[config.mk]
export PLATFORM = sky130hd
export DESIGN_NAME = partition_table_fit_allocator
export DESIGN_NICKNAME = d
export VERILOG_FILES = /design/src/design/ptfa_pkg.sv /design/src/design/ptfa_cell.sv /design/src/design/ptfa_hole_unit.sv /design/src/design/partition_table_fit_allocator.sv
export SDC_FILE = /design/constraint.sdc
export NUM_CORES = 2
export LEC_CHECK = 0
export BUFFER_PORTS_ARGS = -buffer_cell sky130_fd_sc_hd__buf_4
export CAP_MARGIN = 20
export CORE_UTILIZATION = 38
export CTS_CLUSTER_DIAMETER = 200
export DETAILED_ROUTE_END_ITERATION = 16
export HOLD_SLACK_MARGIN = 0.08
export SETUP_SLACK_MARGIN = 0.05
export SLEW_MARGIN = 25
export SYNTH_ARGS = -nofsm -noshare
export SYNTH_HDL_FRONTEND = slang
export SYNTH_HIERARCHICAL = 1
export SYNTH_SLANG_ARGS = --single-unit
[constraint.sdc]
create_clock -name clk_i -period 12.4 [get_ports clk_i]
set_clock_uncertainty 0.1 [all_clocks]
set_input_delay 1.86 -clock clk_i [delete_from_list [all_inputs] [get_ports clk_i]]
set_output_delay 1.86 -clock clk_i [all_outputs]
set_load 0.01 [all_outputs]
[src/design/ptfa_pkg.sv]
package ptfa_pkg;

  // Default table depth
  localparam int unsigned SLOTS_DEF = 4;

  // Field widths
  localparam int unsigned BYTE_W    = 31;
  localparam int unsigned HDR_W     = 13;
  localparam int unsigned MODE_W    = 2;
  localparam int unsigned NAME_W    = 64;
  localparam int unsigned STATUS_W  = 3;
  localparam int unsigned CFG_IDX_W = 2;
  localparam int unsigned CFG_W     = 31;

  // Stream payload widths, padded to whole bytes
  localparam int unsigned IN_TDATA_W  = 96;
  localparam int unsigned OUT_TDATA_W = 40;

  // Register reset values
  localparam logic [BYTE_W-1:0] DISK_RST = '0;
  localparam logic [HDR_W-1:0]  HDR_RST  = 13'd128;
  localparam logic [MODE_W-1:0] MODE_RST = '0;

  // Configuration register indexes
  localparam logic [CFG_IDX_W-1:0] CFG_DISK = 2'd0;
  localparam logic [CFG_IDX_W-1:0] CFG_HDR  = 2'd1;
  localparam logic [CFG_IDX_W-1:0] CFG_MODE = 2'd2;

  // Placement policies (code three behaves as first fit)
  localparam logic [MODE_W-1:0] FIT_FIRST = 2'd0;
  localparam logic [MODE_W-1:0] FIT_BEST  = 2'd1;
  localparam logic [MODE_W-1:0] FIT_WORST = 2'd2;

  typedef enum logic [STATUS_W-1:0] {
    STAT_OK    = 3'd0,
    STAT_FULL  = 3'd1,
    STAT_EXT   = 3'd2,
    STAT_SPACE = 3'd3,
    STAT_NAME  = 3'd4,
    STAT_NOFIT = 3'd5
  } status_e;

  typedef enum logic [1:0] {
    CELL_HOLD,
    CELL_ROTATE,
    CELL_INSERT
  } cell_op_e;

  typedef enum logic [2:0] {
    S_IDLE,
    S_WALK,
    S_TAIL,
    S_DRAIN,
    S_DONE
  } ctrl_state_e;

  // One partition table entry
  typedef struct packed {
    logic              active;
    logic              ext;
    logic [BYTE_W-1:0] start;
    logic [BYTE_W-1:0] length;
    logic [NAME_W-1:0] name;
  } entry_t;

  // Commands to the hole evaluator
  typedef struct packed {
    logic clear;
    logic load_entry;
    logic load_final;
  } walk_ctrl_t;

endpackage

[src/design/ptfa_cell.sv]
module ptfa_cell #(
  parameter int unsigned IdW = 2
) (
  input  logic                clk_i,
  input  logic                rst_ni,
  input  ptfa_pkg::cell_op_e  op_i,
  input  ptfa_pkg::entry_t    new_i,
  input  logic [IdW-1:0]      new_id_i,
  input  ptfa_pkg::entry_t    left_i,
  input  logic [IdW-1:0]      left_id_i,
  input  logic                left_after_i,
  input  ptfa_pkg::entry_t    right_i,
  input  logic [IdW-1:0]      right_id_i,
  output ptfa_pkg::entry_t    entry_o,
  output logic [IdW-1:0]      id_o,
  output logic                after_o
);

  logic                        act_q, ext_q;
  logic [ptfa_pkg::BYTE_W-1:0] start_q, len_q;
  logic [ptfa_pkg::NAME_W-1:0] name_q;
  ptfa_pkg::entry_t            ent_q, ent_d;
  logic [IdW-1:0]              id_q, id_d;

  // Registered entry seen as one record
  assign ent_q = {act_q, ext_q, start_q, len_q, name_q};

  // This entry sorts after the new one: free, later start, or same start and higher slot
  assign after_o = !ent_q.active ||
                   (ent_q.start > new_i.start) ||
                   ((ent_q.start == new_i.start) && (id_q > new_id_i));

  // Rotate toward the head, or open a gap for the new entry
  always_comb begin
    ent_d = ent_q;
    id_d  = id_q;
    case (op_i)
      ptfa_pkg::CELL_ROTATE: begin
        ent_d = right_i;
        id_d  = right_id_i;
      end
      ptfa_pkg::CELL_INSERT: begin
        if (left_after_i) begin
          ent_d = left_i;
          id_d  = left_id_i;
        end else if (after_o) begin
          ent_d = new_i;
          id_d  = new_id_i;
        end
      end
      default: begin
        ent_d = ent_q;
        id_d  = id_q;
      end
    endcase
  end

  // Flags
  always_ff @(posedge clk_i or negedge rst_ni) begin
    if (!rst_ni) begin
      act_q <= 1'b0;
      ext_q <= 1'b0;
    end else begin
      act_q <= ent_d.active;
      ext_q <= ent_d.ext;
    end
  end

  // Payload
  always_ff @(posedge clk_i) begin
    start_q <= ent_d.start;
    len_q   <= ent_d.length;
    name_q  <= ent_d.name;
    id_q    <= id_d;
  end

  assign entry_o = ent_q;
  assign id_o    = id_q;

endmodule

[src/design/ptfa_hole_unit.sv]
module ptfa_hole_unit (
  input  logic                            clk_i,
  input  logic                            rst_ni,
  input  ptfa_pkg::walk_ctrl_t            ctrl_i,
  input  logic                            head_active_i,
  input  logic [ptfa_pkg::BYTE_W-1:0]     head_start_i,
  input  logic [ptfa_pkg::BYTE_W-1:0]     head_length_i,
  input  logic [ptfa_pkg::BYTE_W-1:0]     disk_size_i,
  input  logic [ptfa_pkg::HDR_W-1:0]      header_size_i,
  input  logic [ptfa_pkg::BYTE_W-1:0]     req_i,
  input  logic [ptfa_pkg::MODE_W-1:0]     fit_mode_i,
  output logic                            found_o,
  output logic [ptfa_pkg::BYTE_W-1:0]     best_start_o
);

  localparam int unsigned CurW  = ptfa_pkg::BYTE_W + 1;
  localparam int unsigned SizeW = ptfa_pkg::BYTE_W + 2;

  // Stage 1: hole size from the cursor
  logic [CurW-1:0]            cursor_q, cursor_d;
  logic [SizeW-1:0]           size1_q, size1_d;
  logic [ptfa_pkg::BYTE_W-1:0] hstart1_q, hstart1_d;
  logic                       v1_q, v1_d;

  // Stage 2: fit selection
  logic                       found_q, found_d;
  logic [CurW-1:0]            best_size_q, best_size_d;
  logic [ptfa_pkg::BYTE_W-1:0] best_start_q, best_start_d;
  logic                       take, better;

  // Stage 1: next hole ends at the head's start, or at the disk end
  always_comb begin
    cursor_d  = cursor_q;
    size1_d   = size1_q;
    hstart1_d = hstart1_q;
    v1_d      = 1'b0;
    if (ctrl_i.clear) begin
      cursor_d = CurW'(header_size_i);
    end else if (ctrl_i.load_entry && head_active_i) begin
      size1_d   = {2'b00, head_start_i} - {1'b0, cursor_q};
      hstart1_d = cursor_q[ptfa_pkg::BYTE_W-1:0];
      cursor_d  = {1'b0, head_start_i} + {1'b0, head_length_i};
      v1_d      = 1'b1;
    end else if (ctrl_i.load_final) begin
      size1_d   = {2'b00, disk_size_i} - {1'b0, cursor_q};
      hstart1_d = cursor_q[ptfa_pkg::BYTE_W-1:0];
      v1_d      = 1'b1;
    end
  end

  // Stage 2: positive hole large enough; replace only on strict improvement
  always_comb begin
    take   = !size1_q[SizeW-1] && (size1_q != '0) &&
             (size1_q[CurW-1:0] >= {1'b0, req_i});
    better = ((fit_mode_i == ptfa_pkg::FIT_BEST) && (size1_q[CurW-1:0] < best_size_q)) ||
             ((fit_mode_i == ptfa_pkg::FIT_WORST) && (size1_q[CurW-1:0] > best_size_q));
    found_d      = found_q;
    best_size_d  = best_size_q;
    best_start_d = best_start_q;
    if (ctrl_i.clear) begin
      found_d = 1'b0;
    end else if (v1_q && take) begin
      if (!found_q || better) begin
        found_d      = 1'b1;
        best_size_d  = size1_q[CurW-1:0];
        best_start_d = hstart1_q;
      end
    end
  end

  always_ff @(posedge clk_i or negedge rst_ni) begin
    if (!rst_ni) begin
      v1_q    <= 1'b0;
      found_q <= 1'b0;
    end else begin
      v1_q    <= v1_d;
      found_q <= found_d;
    end
  end

  always_ff @(posedge clk_i) begin
    cursor_q     <= cursor_d;
    size1_q      <= size1_d;
    hstart1_q    <= hstart1_d;
    best_size_q  <= best_size_d;
    best_start_q <= best_start_d;
  end

  assign found_o      = found_q;
  assign best_start_o = best_start_q;

endmodule

[src/design/partition_table_fit_allocator.sv]
// Partition table allocator: one create request in, one status result out.
// The table rotates once through the cell chain, one entry a cycle, then the tail
// and drain states settle the fit and the done state registers the result once the output register is free.
// A new request is accepted only in idle, after the last result has been committed.
// Reset: table empty, disk_size 0, header_size 128, fit_mode first fit.
module partition_table_fit_allocator #(
  parameter int unsigned SLOTS = ptfa_pkg::SLOTS_DEF
) (
  input  logic                                clk_i,
  input  logic                                rst_ni,
  // Configuration writes
  input  logic                                cfg_we_i,
  input  logic [ptfa_pkg::CFG_IDX_W-1:0]      cfg_addr_i,
  input  logic [ptfa_pkg::CFG_W-1:0]          cfg_wdata_i,
  // Requests
  input  logic                                s_axis_tvalid,
  output logic                                s_axis_tready,
  // [30:0] request_bytes, [94:31] name_key, [95] zero
  input  logic [ptfa_pkg::IN_TDATA_W-1:0]     s_axis_tdata,
  // [0] part_kind
  input  logic                                s_axis_tuser,
  // Results
  output logic                                m_axis_tvalid,
  input  logic                                m_axis_tready,
  // [2:0] status, [33:3] start_byte, [39:34] zero
  output logic [ptfa_pkg::OUT_TDATA_W-1:0]    m_axis_tdata
);

  localparam int unsigned IdW   = (SLOTS > 1) ? $clog2(SLOTS) : 1;
  localparam int unsigned UsedW = ptfa_pkg::BYTE_W + IdW;
  localparam int unsigned OutPad = ptfa_pkg::OUT_TDATA_W - ptfa_pkg::STATUS_W
                                   - ptfa_pkg::BYTE_W;

  // Configuration registers
  logic [ptfa_pkg::BYTE_W-1:0] disk_q;
  logic [ptfa_pkg::HDR_W-1:0]  hdr_q;
  logic [ptfa_pkg::MODE_W-1:0] mode_q;

  // Request registers
  logic                        kind_q;
  logic [ptfa_pkg::BYTE_W-1:0] req_q;
  logic [ptfa_pkg::NAME_W-1:0] key_q;

  // Control
  ptfa_pkg::ctrl_state_e state_q, state_d;
  logic [IdW-1:0]        cnt_q, cnt_d;
  logic                  accept, out_free, commit;
  ptfa_pkg::cell_op_e    cell_op;
  ptfa_pkg::walk_ctrl_t  walk;

  // Walk accumulators
  logic [UsedW-1:0]      used_q, used_d;
  logic                  ext_seen_q, ext_seen_d;
  logic                  name_hit_q, name_hit_d;
  logic [SLOTS-1:0]      id_mask_q, id_mask_d;
  logic                  no_space_q, no_space_d;
  logic [IdW-1:0]        free_id_q, free_id_d;

  // Cell chain
  ptfa_pkg::entry_t      ent [SLOTS];
  logic [IdW-1:0]        ids [SLOTS];
  logic [SLOTS-1:0]      after;
  ptfa_pkg::entry_t      new_ent;

  // Fit result and decision
  logic                        found;
  logic [ptfa_pkg::BYTE_W-1:0] best_start;
  ptfa_pkg::status_e           status;

  // Output register
  logic                         out_valid_q;
  logic [ptfa_pkg::OUT_TDATA_W-1:0] out_data_q;

  assign accept   = s_axis_tvalid && s_axis_tready;
  assign out_free = !out_valid_q || m_axis_tready;

  // Configuration port
  always_ff @(posedge clk_i or negedge rst_ni) begin
    if (!rst_ni) begin
      disk_q <= ptfa_pkg::DISK_RST;
      hdr_q  <= ptfa_pkg::HDR_RST;
      mode_q <= ptfa_pkg::MODE_RST;
    end else if (cfg_we_i) begin
      case (cfg_addr_i)
        ptfa_pkg::CFG_DISK: disk_q <= cfg_wdata_i;
        ptfa_pkg::CFG_HDR:  hdr_q  <= cfg_wdata_i[ptfa_pkg::HDR_W-1:0];
        ptfa_pkg::CFG_MODE: mode_q <= cfg_wdata_i[ptfa_pkg::MODE_W-1:0];
        default: begin
        end
      endcase
    end
  end

  // Request capture
  always_ff @(posedge clk_i) begin
    if (accept) begin
      kind_q <= s_axis_tuser;
      req_q  <= s_axis_tdata[ptfa_pkg::BYTE_W-1:0];
      key_q  <= s_axis_tdata[ptfa_pkg::BYTE_W +: ptfa_pkg::NAME_W];
    end
  end

  // Next state
  always_comb begin
    state_d = state_q;
    cnt_d   = cnt_q;
    case (state_q)
      ptfa_pkg::S_IDLE: begin
        if (accept) begin
          state_d = ptfa_pkg::S_WALK;
          cnt_d   = '0;
        end
      end
      ptfa_pkg::S_WALK: begin
        cnt_d = cnt_q + 1'b1;
        if (cnt_q == IdW'(SLOTS - 1)) begin
          state_d = ptfa_pkg::S_TAIL;
        end
      end
      ptfa_pkg::S_TAIL:  state_d = ptfa_pkg::S_DRAIN;
      ptfa_pkg::S_DRAIN: state_d = ptfa_pkg::S_DONE;
      ptfa_pkg::S_DONE: begin
        if (out_free) begin
          state_d = ptfa_pkg::S_IDLE;
        end
      end
      default: state_d = ptfa_pkg::S_IDLE;
    endcase
  end

  // Control outputs
  always_comb begin
    s_axis_tready   = 1'b0;
    cell_op         = ptfa_pkg::CELL_HOLD;
    walk            = '0;
    commit          = 1'b0;
    case (state_q)
      ptfa_pkg::S_IDLE: begin
        s_axis_tready = 1'b1;
        walk.clear    = accept;
      end
      ptfa_pkg::S_WALK: begin
        cell_op         = ptfa_pkg::CELL_ROTATE;
        walk.load_entry = 1'b1;
      end
      ptfa_pkg::S_TAIL: begin
        walk.load_final = 1'b1;
      end
      ptfa_pkg::S_DONE: begin
        commit = out_free;
        if (out_free && (status == ptfa_pkg::STAT_OK)) begin
          cell_op = ptfa_pkg::CELL_INSERT;
        end
      end
      default: begin
      end
    endcase
  end

  always_ff @(posedge clk_i or negedge rst_ni) begin
    if (!rst_ni) begin
      state_q <= ptfa_pkg::S_IDLE;
      cnt_q   <= '0;
    end else begin
      state_q <= state_d;
      cnt_q   <= cnt_d;
    end
  end

  // Table checks gathered as entries pass the head cell
  always_comb begin
    used_d     = used_q;
    ext_seen_d = ext_seen_q;
    name_hit_d = name_hit_q;
    id_mask_d  = id_mask_q;
    no_space_d = no_space_q;
    free_id_d  = free_id_q;
    if (walk.clear) begin
      used_d     = '0;
      ext_seen_d = 1'b0;
      name_hit_d = 1'b0;
      id_mask_d  = '0;
    end else if (walk.load_entry && ent[0].active) begin
      used_d          = used_q + UsedW'(ent[0].length);
      ext_seen_d      = ext_seen_q || ent[0].ext;
      name_hit_d      = name_hit_q || (ent[0].name == key_q);
      id_mask_d[ids[0]] = 1'b1;
    end
    if (walk.load_final) begin
      no_space_d = ({1'b0, used_q} + (UsedW + 1)'(req_q)) > (UsedW + 1)'(disk_q);
      for (int i = SLOTS - 1; i >= 0; i--) begin
        if (!id_mask_q[i]) begin
          free_id_d = IdW'(i);
        end
      end
    end
  end

  always_ff @(posedge clk_i) begin
    used_q     <= used_d;
    ext_seen_q <= ext_seen_d;
    name_hit_q <= name_hit_d;
    id_mask_q  <= id_mask_d;
    no_space_q <= no_space_d;
    free_id_q  <= free_id_d;
  end

  // Result code in check order; table is full when the tail cell is in use
  always_comb begin
    if (ent[SLOTS-1].active) begin
      status = ptfa_pkg::STAT_FULL;
    end else if (kind_q && ext_seen_q) begin
      status = ptfa_pkg::STAT_EXT;
    end else if (no_space_q) begin
      status = ptfa_pkg::STAT_SPACE;
    end else if (name_hit_q) begin
      status = ptfa_pkg::STAT_NAME;
    end else if (!found) begin
      status = ptfa_pkg::STAT_NOFIT;
    end else begin
      status = ptfa_pkg::STAT_OK;
    end
  end

  // Entry to insert
  always_comb begin
    new_ent.active = 1'b1;
    new_ent.ext    = kind_q;
    new_ent.start  = best_start;
    new_ent.length = req_q;
    new_ent.name   = key_q;
  end

  // Cell chain, kept sorted by start then slot number, free entries at the tail
  for (genvar k = 0; k < SLOTS; k++) begin : g_cell
    localparam int unsigned Right = (k + 1) % SLOTS;
    if (k == 0) begin : g_head
      ptfa_cell #(.IdW(IdW)) u_cell (
        .clk_i        (clk_i),
        .rst_ni       (rst_ni),
        .op_i         (cell_op),
        .new_i        (new_ent),
        .new_id_i     (free_id_q),
        .left_i       (new_ent),
        .left_id_i    (free_id_q),
        .left_after_i (1'b0),
        .right_i      (ent[Right]),
        .right_id_i   (ids[Right]),
        .entry_o      (ent[k]),
        .id_o         (ids[k]),
        .after_o      (after[k])
      );
    end else begin : g_body
      ptfa_cell #(.IdW(IdW)) u_cell (
        .clk_i        (clk_i),
        .rst_ni       (rst_ni),
        .op_i         (cell_op),
        .new_i        (new_ent),
        .new_id_i     (free_id_q),
        .left_i       (ent[k-1]),
        .left_id_i    (ids[k-1]),
        .left_after_i (after[k-1]),
        .right_i      (ent[Right]),
        .right_id_i   (ids[Right]),
        .entry_o      (ent[k]),
        .id_o         (ids[k]),
        .after_o      (after[k])
      );
    end
  end

  // Hole evaluation
  ptfa_hole_unit u_hole (
    .clk_i         (clk_i),
    .rst_ni        (rst_ni),
    .ctrl_i        (walk),
    .head_active_i (ent[0].active),
    .head_start_i  (ent[0].start),
    .head_length_i (ent[0].length),
    .disk_size_i   (disk_q),
    .header_size_i (hdr_q),
    .req_i         (req_q),
    .fit_mode_i    (mode_q),
    .found_o       (found),
    .best_start_o  (best_start)
  );

  // Output register
  always_ff @(posedge clk_i or negedge rst_ni) begin
    if (!rst_ni) begin
      out_valid_q <= 1'b0;
    end else if (commit) begin
      out_valid_q <= 1'b1;
    end else if (m_axis_tready) begin
      out_valid_q <= 1'b0;
    end
  end

  always_ff @(posedge clk_i) begin
    if (commit) begin
      out_data_q <= {OutPad'(0),
                     (status == ptfa_pkg::STAT_OK) ? best_start : '0,
                     status};
    end
  end

  assign m_axis_tvalid = out_valid_q;
  assign m_axis_tdata  = out_data_q;

endmodule
Yosys cells after proc, flatten, opt, wreduce, memory -nomap -nowiden --
Index checks and enable logic that the tools add are counted.
Word-level totals: register bits after elaboration 905, ROM bits 0, output and inout port bits 42, memories kept 0, bits in latches 0, input port bits 135, word-level logic and storage cells 214, RAM bits 0
Cells by class: reductions and logical operators 59, equal/unequal tests 24, $add $sub $neg 6, $lt $le $gt $ge 14, $mul 0, mux-type cells 59, bitwise operators 2, shift-type cells 0, div/mod/pow operators 0
Operators by type and width (count):
- case mux 128 bit (2 select lines) | 4
- two-way mux 128 bit | 7
- equality test 31 bit | 4
- greater-than comparator 31 bit | 4
- two-way mux 33 bit | 2
- subtractor 31 x 32 -> 33 bit | 2
- equality test 64 bit | 1
- two-way mux 31 bit | 2
- adder 33 x 31 -> 34 bit | 1
- greater-than comparator 34 x 31 -> 1 bit | 1
- adder 33 x 31 -> 33 bit | 1
- nonzero test 33 bit | 1
- adder 31 x 31 -> 32 bit | 1
- greater-or-equal comparator 32 x 31 -> 1 bit | 1
- greater-than comparator 32 bit | 1
- < comparator 32 bit | 1
- two-way mux 13 bit | 2
- two-way mux 3 bit | 8
- case mux 2 bit (2 select lines) | 6
- AND reduction 2 bit | 12
- two-way mux 2 bit | 11
- two-way mux 1 bit | 15
- case mux 3 bit (5 select lines) | 1
- logical AND 1 bit | 14
- other kinds (22) | 61

Longest topological paths before layout --
word-level depth 12, depth in mapped cells 20, mapped depth without buffers 20

Cells and area by module --
The synthesis kept the hierarchy.
Modules (own cells, without submodules):
- ptfa_cell | cells each 703, times used 4, area each 7484.7 µm²
- partition_table_fit_allocator | cells each 1139, times used 1, area each 12145.4 µm²
- ptfa_hole_unit | cells each 1017, times used 1, area each 10264.8 µm²

Least setup slack after synthesis --
No wires, ideal clock.
path type in2reg, start input m_axis_tready, end register g_cell[0].g_head.u_cell.id_q[0] (enable), data arrival time 9.617 ns, data required time 11.669 ns, library setup time 0.631 ns, path slack 2.052 ns, cell stages on the path 8, buffers on the path 3, cell sequence nand2b_1 -> and3_1 -> and2_1 -> nand2b_1 -> clkbuf_1 -> buf_2 -> clkbuf_1 -> o21ai_1
On the way: longest elaborated chain between the ends 7, elaborated cells on any way between the ends 9
Ends and longest elaborated chain:
- from (decl) | RTL line partition_table_fit_allocator.sv:24 | input logic m_axis_tready,
- logical OR 1 bit (*) | RTL line partition_table_fit_allocator.sv:75 | assign out_free = !out_valid_q || m_axis_tready;
- logical AND 1 bit (*) | RTL line partition_table_fit_allocator.sv:151 | if (out_free && (status == ptfa_pkg::STAT_OK)) begin
- two-way mux 2 bit (*) | RTL line partition_table_fit_allocator.sv:151
- case mux 2 bit (2 select lines) (*) | RTL line partition_table_fit_allocator.sv:137 | case (state_q)
- named net cell_op[1] | RTL line partition_table_fit_allocator.sv:48 | ptfa_pkg::cell_op_e cell_op;
- equality test 2 bit or equality test 2 x 1 -> 1 bit (tied branches) | RTL line ptfa_cell.sv:37 | case (op_i)
- inequality test 2 x 1 -> 1 bit (no source line) or nonzero test 2 bit (tied branches)
- AND reduction 2 bit (no source line) (*)
- to (signal assigned) | RTL line ptfa_cell.sv:74 | id_q <= id_d;
- to (decl) | RTL line ptfa_cell.sv:23 | logic [IdW-1:0] id_q, id_d;
Mark *: on every way through the listed nets, which the timed path passes. The rest lies on a longest branch. A chain may end at the register's enable or synchronous reset.

Worst setup path in the final report --
start register req_q[0] in the netlist's numbering, end register no_space_q, data pin
On the way: longest elaborated chain between the ends 2
Ends and longest elaborated chain:
- from (decl) | RTL line partition_table_fit_allocator.sv:41 | logic [ptfa_pkg::BYTE_W-1:0] req_q;
- from (signal assigned) | RTL line partition_table_fit_allocator.sv:98 | req_q <= s_axis_tdata[ptfa_pkg::BYTE_W-1:0];
- adder 33 x 31 -> 34 bit | RTL line partition_table_fit_allocator.sv:190 | no_space_d = ({1'b0, used_q} + (UsedW + 1)'(req_q)) > (UsedW + 1)'(disk_q);
- greater-than comparator 34 x 31 -> 1 bit | RTL line partition_table_fit_allocator.sv:190
- to (signal assigned) | RTL line partition_table_fit_allocator.sv:204 | no_space_q <= no_space_d;
- to (decl) | RTL line partition_table_fit_allocator.sv:56 | logic no_space_q, no_space_d;
Every way passes these cells.

==> qor.yml <==
clocking:
  cts.htree.levels: 3
  cts-root-buf: "clkbuf_16"
  cts_buffer_depth: 3
  cts_tree: "yes"
  cts_resized: 0
  clk_pin_slew_ns: 0.06
  cts_made_buffers: 103
  clock_latency_ns: 0.75
  cts_setup_buffers: 0
  hold_buffers: 0
  clkSinkCount: 905
power_and_ir_drop:
  vdd_drop_max_uv: 290
  power_density_mw_per_mm2: 325
  p_leak_nw: 25.1
critical_path:
  path_cells: "ha_1 -> fa_1 -> a21oi_1 -> and3b_1 -> o2111ai_1 -> a31oi_1 -> a21oi_1 -> o21ai_1 -> xor2_1 -> ha_1 -> nand4_1 -> nor4_1 -> nand3b_1 -> o21ai_0 -> a21oi_1 -> a21oi_1 -> nand2_1"
  reg2reg_slack_ns: 6.82
  rr_startpoint: "req_q[0]"
  worst_path_most_repeated_cell: "a21oi_1"
  crit_family: "compound AO/OA/AOI/OAI gates"
  reg2regPathDepth: 17
  crit_type: "flip-flop to flip-flop"
  crit_fanout: 7
  required_ns: 12.78
  cp.arrival_ns: 5.96
  cp_num_buf_inv: 0
  slowest_stage: "nor4_1"
  worst_r2r_endpoint: "no_space_q"
  cp-start-kind: "flip-flop"
  slowest_delay_ns: 0.63
  endpoint_kind: "flip-flop"
hold_path:
  whs_path_depth: 0
  hold_class: "flip-flop to flip-flop"
  min_to: "u_hole/best_start_o[7]"
  hp-start: "u_hole/hstart1_q[7]"
place:
  gp_routability_congestion: 0.901
  dp_slack_ns: 6.19
  dpl.hpwl_mm: 97.1
  io_buffers: 169
  dpl.cell_count: 6727
synthesis:
  ys_types: 89
  async_flop_share_pct: 6.85
  syn_area_mm2: 0.0523
  synth_enable_flop_cells: 785
  yosysSeqAreaShare_pct: 50.2
  yosysWarnings: 6
  syn-instance-count: 4968
  synth-seq-cells: 905
  syn_avg_cell_area_um2: 10.5
  synth_ff_type: "edfxtp_1"
finish:
  seqCellArea_mm2: 0.0263
  syn2layout_area_growth_pct: 12.6
  fin_util_pct: 43.3
  fin_cells: 6916
  nNetsFinal: 5541
  multiInputGateArea_mm2: 0.0241
  drive_above_1_share_pct: 8.47
  fillCellCount: 12900
sta:
  worst_slew_pin_slew_ns: 1.07
  holdWs_ns: 0.312
  setup_tns_ns: 0
  rsz0062_at_grt: "no"
  maxSlewHeadroom_pct: 28.9
  fin_ws_ns: 6.82
  finalHoldViolCount: 0
  fin_crit_ns: 5.58
  fin_crit_sh_pct: 45.0
  clock.fmax_ghz: 0.179
  setup_viol: 0
  finalMaxSlewViolations: 0
route:
  wl_met2_mm: 66.7
  drtIter0Drc: 3330
  routed.top_layer: "met4"
  wl_met1_mm: 70.3
  dr.pass1.iters: 6
  met3WireLength_mm: 9.21
  vias_per_cell: 5.49
  vias: 38000
  wl_per_cell_um: 21.8
  antenna_left: 0
  drt_drc_violations_left: 0
  totalWireLength_mm: 151
run:
  maxCapViolCount: 0
global_routing:
  grt_max_degree: 204
  grt_pass1_wl_mm: 224
  overflow: 0
  grt_pass1_vias: 35800
  grt_usage_pct: 21.0
  antenna_found_initial: 5
floorplanning:
  core_area_mm2: 0.136
  die_area_mm2: 0.139
  rows: 135
  die_h_um: 373
  fp.dieW_um: 373
  pin_count: 177
  initial_core_util_pct: 38.5
status:
  outcome: "complete, no violations"
[logic make-up (layout without fill, tap and decap cells)]
logic type	after synthesis	count (layout)	share of synthesized area, %
simple gates	1269	1269	11.0
compound gates	1184	1184	13.0
flops	905	905	50.2
mux	544	544	10.5
buf+inv	548	704	4.07
fa+ha+maj	355	355	8.54
other cells	2	13	0.0143
xor+xnor	161	161	2.69
[routing by layer]
layer | up-vias | track usage [%]
li1 | 18200 | -
met4 | 0 | 6.93
met3 | 199 | 2.73
met2 | 1130 | 32.4
met1 | 18500 | 30.3
met5 | - | 0
[registers in the layout (all words and copies together) (netlist names), 4 cells and up]
signal / flops
g_cell.g_body.u_cell/len_q: 93
g_cell.g_head.u_cell/name_q: 64
u_hole/best_size_q: 32
id_mask_q: 4
key_q: 64
g_cell.g_body.u_cell/name_q: 192
req_q: 31
m_axis_tdata: 34
u_hole/size1_q: 33
g_cell.g_body.u_cell/start_q: 93
used_q: 33
u_hole/best_start_o: 31
g_cell.g_head.u_cell/len_q: 31
g_cell.g_body.u_cell/id_o: 6
g_cell.g_head.u_cell/start_q: 31
u_hole/hstart1_q: 31
u_hole/cursor_q: 32
disk_q: 31
hdr_q: 13
[how the worst max path moves through the flow]
stage                   from                                  to  slack [ns]  cells after the start
6_report            req_q[0]                          no_space_q        6.82                     17
4_1_cts        m_axis_tready  g_cell[3].g_body.u_cell/name_q[51]        6.95                      7
3_3_place_gp   m_axis_tready    g_cell[3].g_body.u_cell/len_q[6]        6.24                      7
5_1_grt             req_q[0]                          no_space_q        6.63                     17
3_5_place_dp   m_axis_tready    g_cell[3].g_body.u_cell/len_q[5]        6.19                      7
2_1_floorplan  m_axis_tready     g_cell[0].g_head.u_cell/id_o[0]        2.05                      8
[cells in the final DEF, fill, tap and decap left out, types with 74 or more instances in the layout]
cell and count:
inv_1 316, ha_1 351, nand4_1 74, xnor2_1 91, nor2_1 130, edfxtp_1 785, mux2i_1 522, clkbuf_16 103
a21o_1 81, o21ai_0 655, buf_4 187, nand2_1 798, a21oi_1 236
[power by group]
part | internal [W] | switching (W) | total, W
Clock | 0.00181 | 0.00135 | 0.00316
Sequential | 0.00554 | 0.00129 | 0.00683
Combinational | 0.00362 | 0.00555 | 0.00917
[cells in the mapped netlist, drive strengths merged (70+ instances only)]
cell type | number | share of area [%]
nand4 | 78 | 1.0
mux2i | 522 | 10
edfxtp | 785 | 45
nor2 | 131 | 0.94
buf | 78 | 0.70
ha | 351 | 8.4
a21oi | 241 | 2.3
nand2 | 799 | 5.7
a21o | 81 | 1.2
xor2 | 70 | 1.2
o21ai | 674 | 6.5
clkbuf | 153 | 1.1
inv | 316 | 2.3
xnor2 | 91 | 1.5
[per-stage QoR]
stage	power [W]	area, µm²
2_1_floorplan	0.0133	52400
3_3_place_gp	0.0157	55400
3_5_place_dp	0.0159	55400
4_1_cts	0.0191	58900
5_1_grt	0.0204	58900
6_report	0.0192	58900
[area by class of cell]
cell class	count	share of cell area, %
well taps	1781	3.78
inverters	317	2.03
multi-input cells	3525	40.9
diodes	1	0.00425
clock buffers	134	4.72
repair buffers	199	2.78
clock inverters	54	1.16
flip-flops and latches	905	44.6
(Power assumes the default switching activity.)
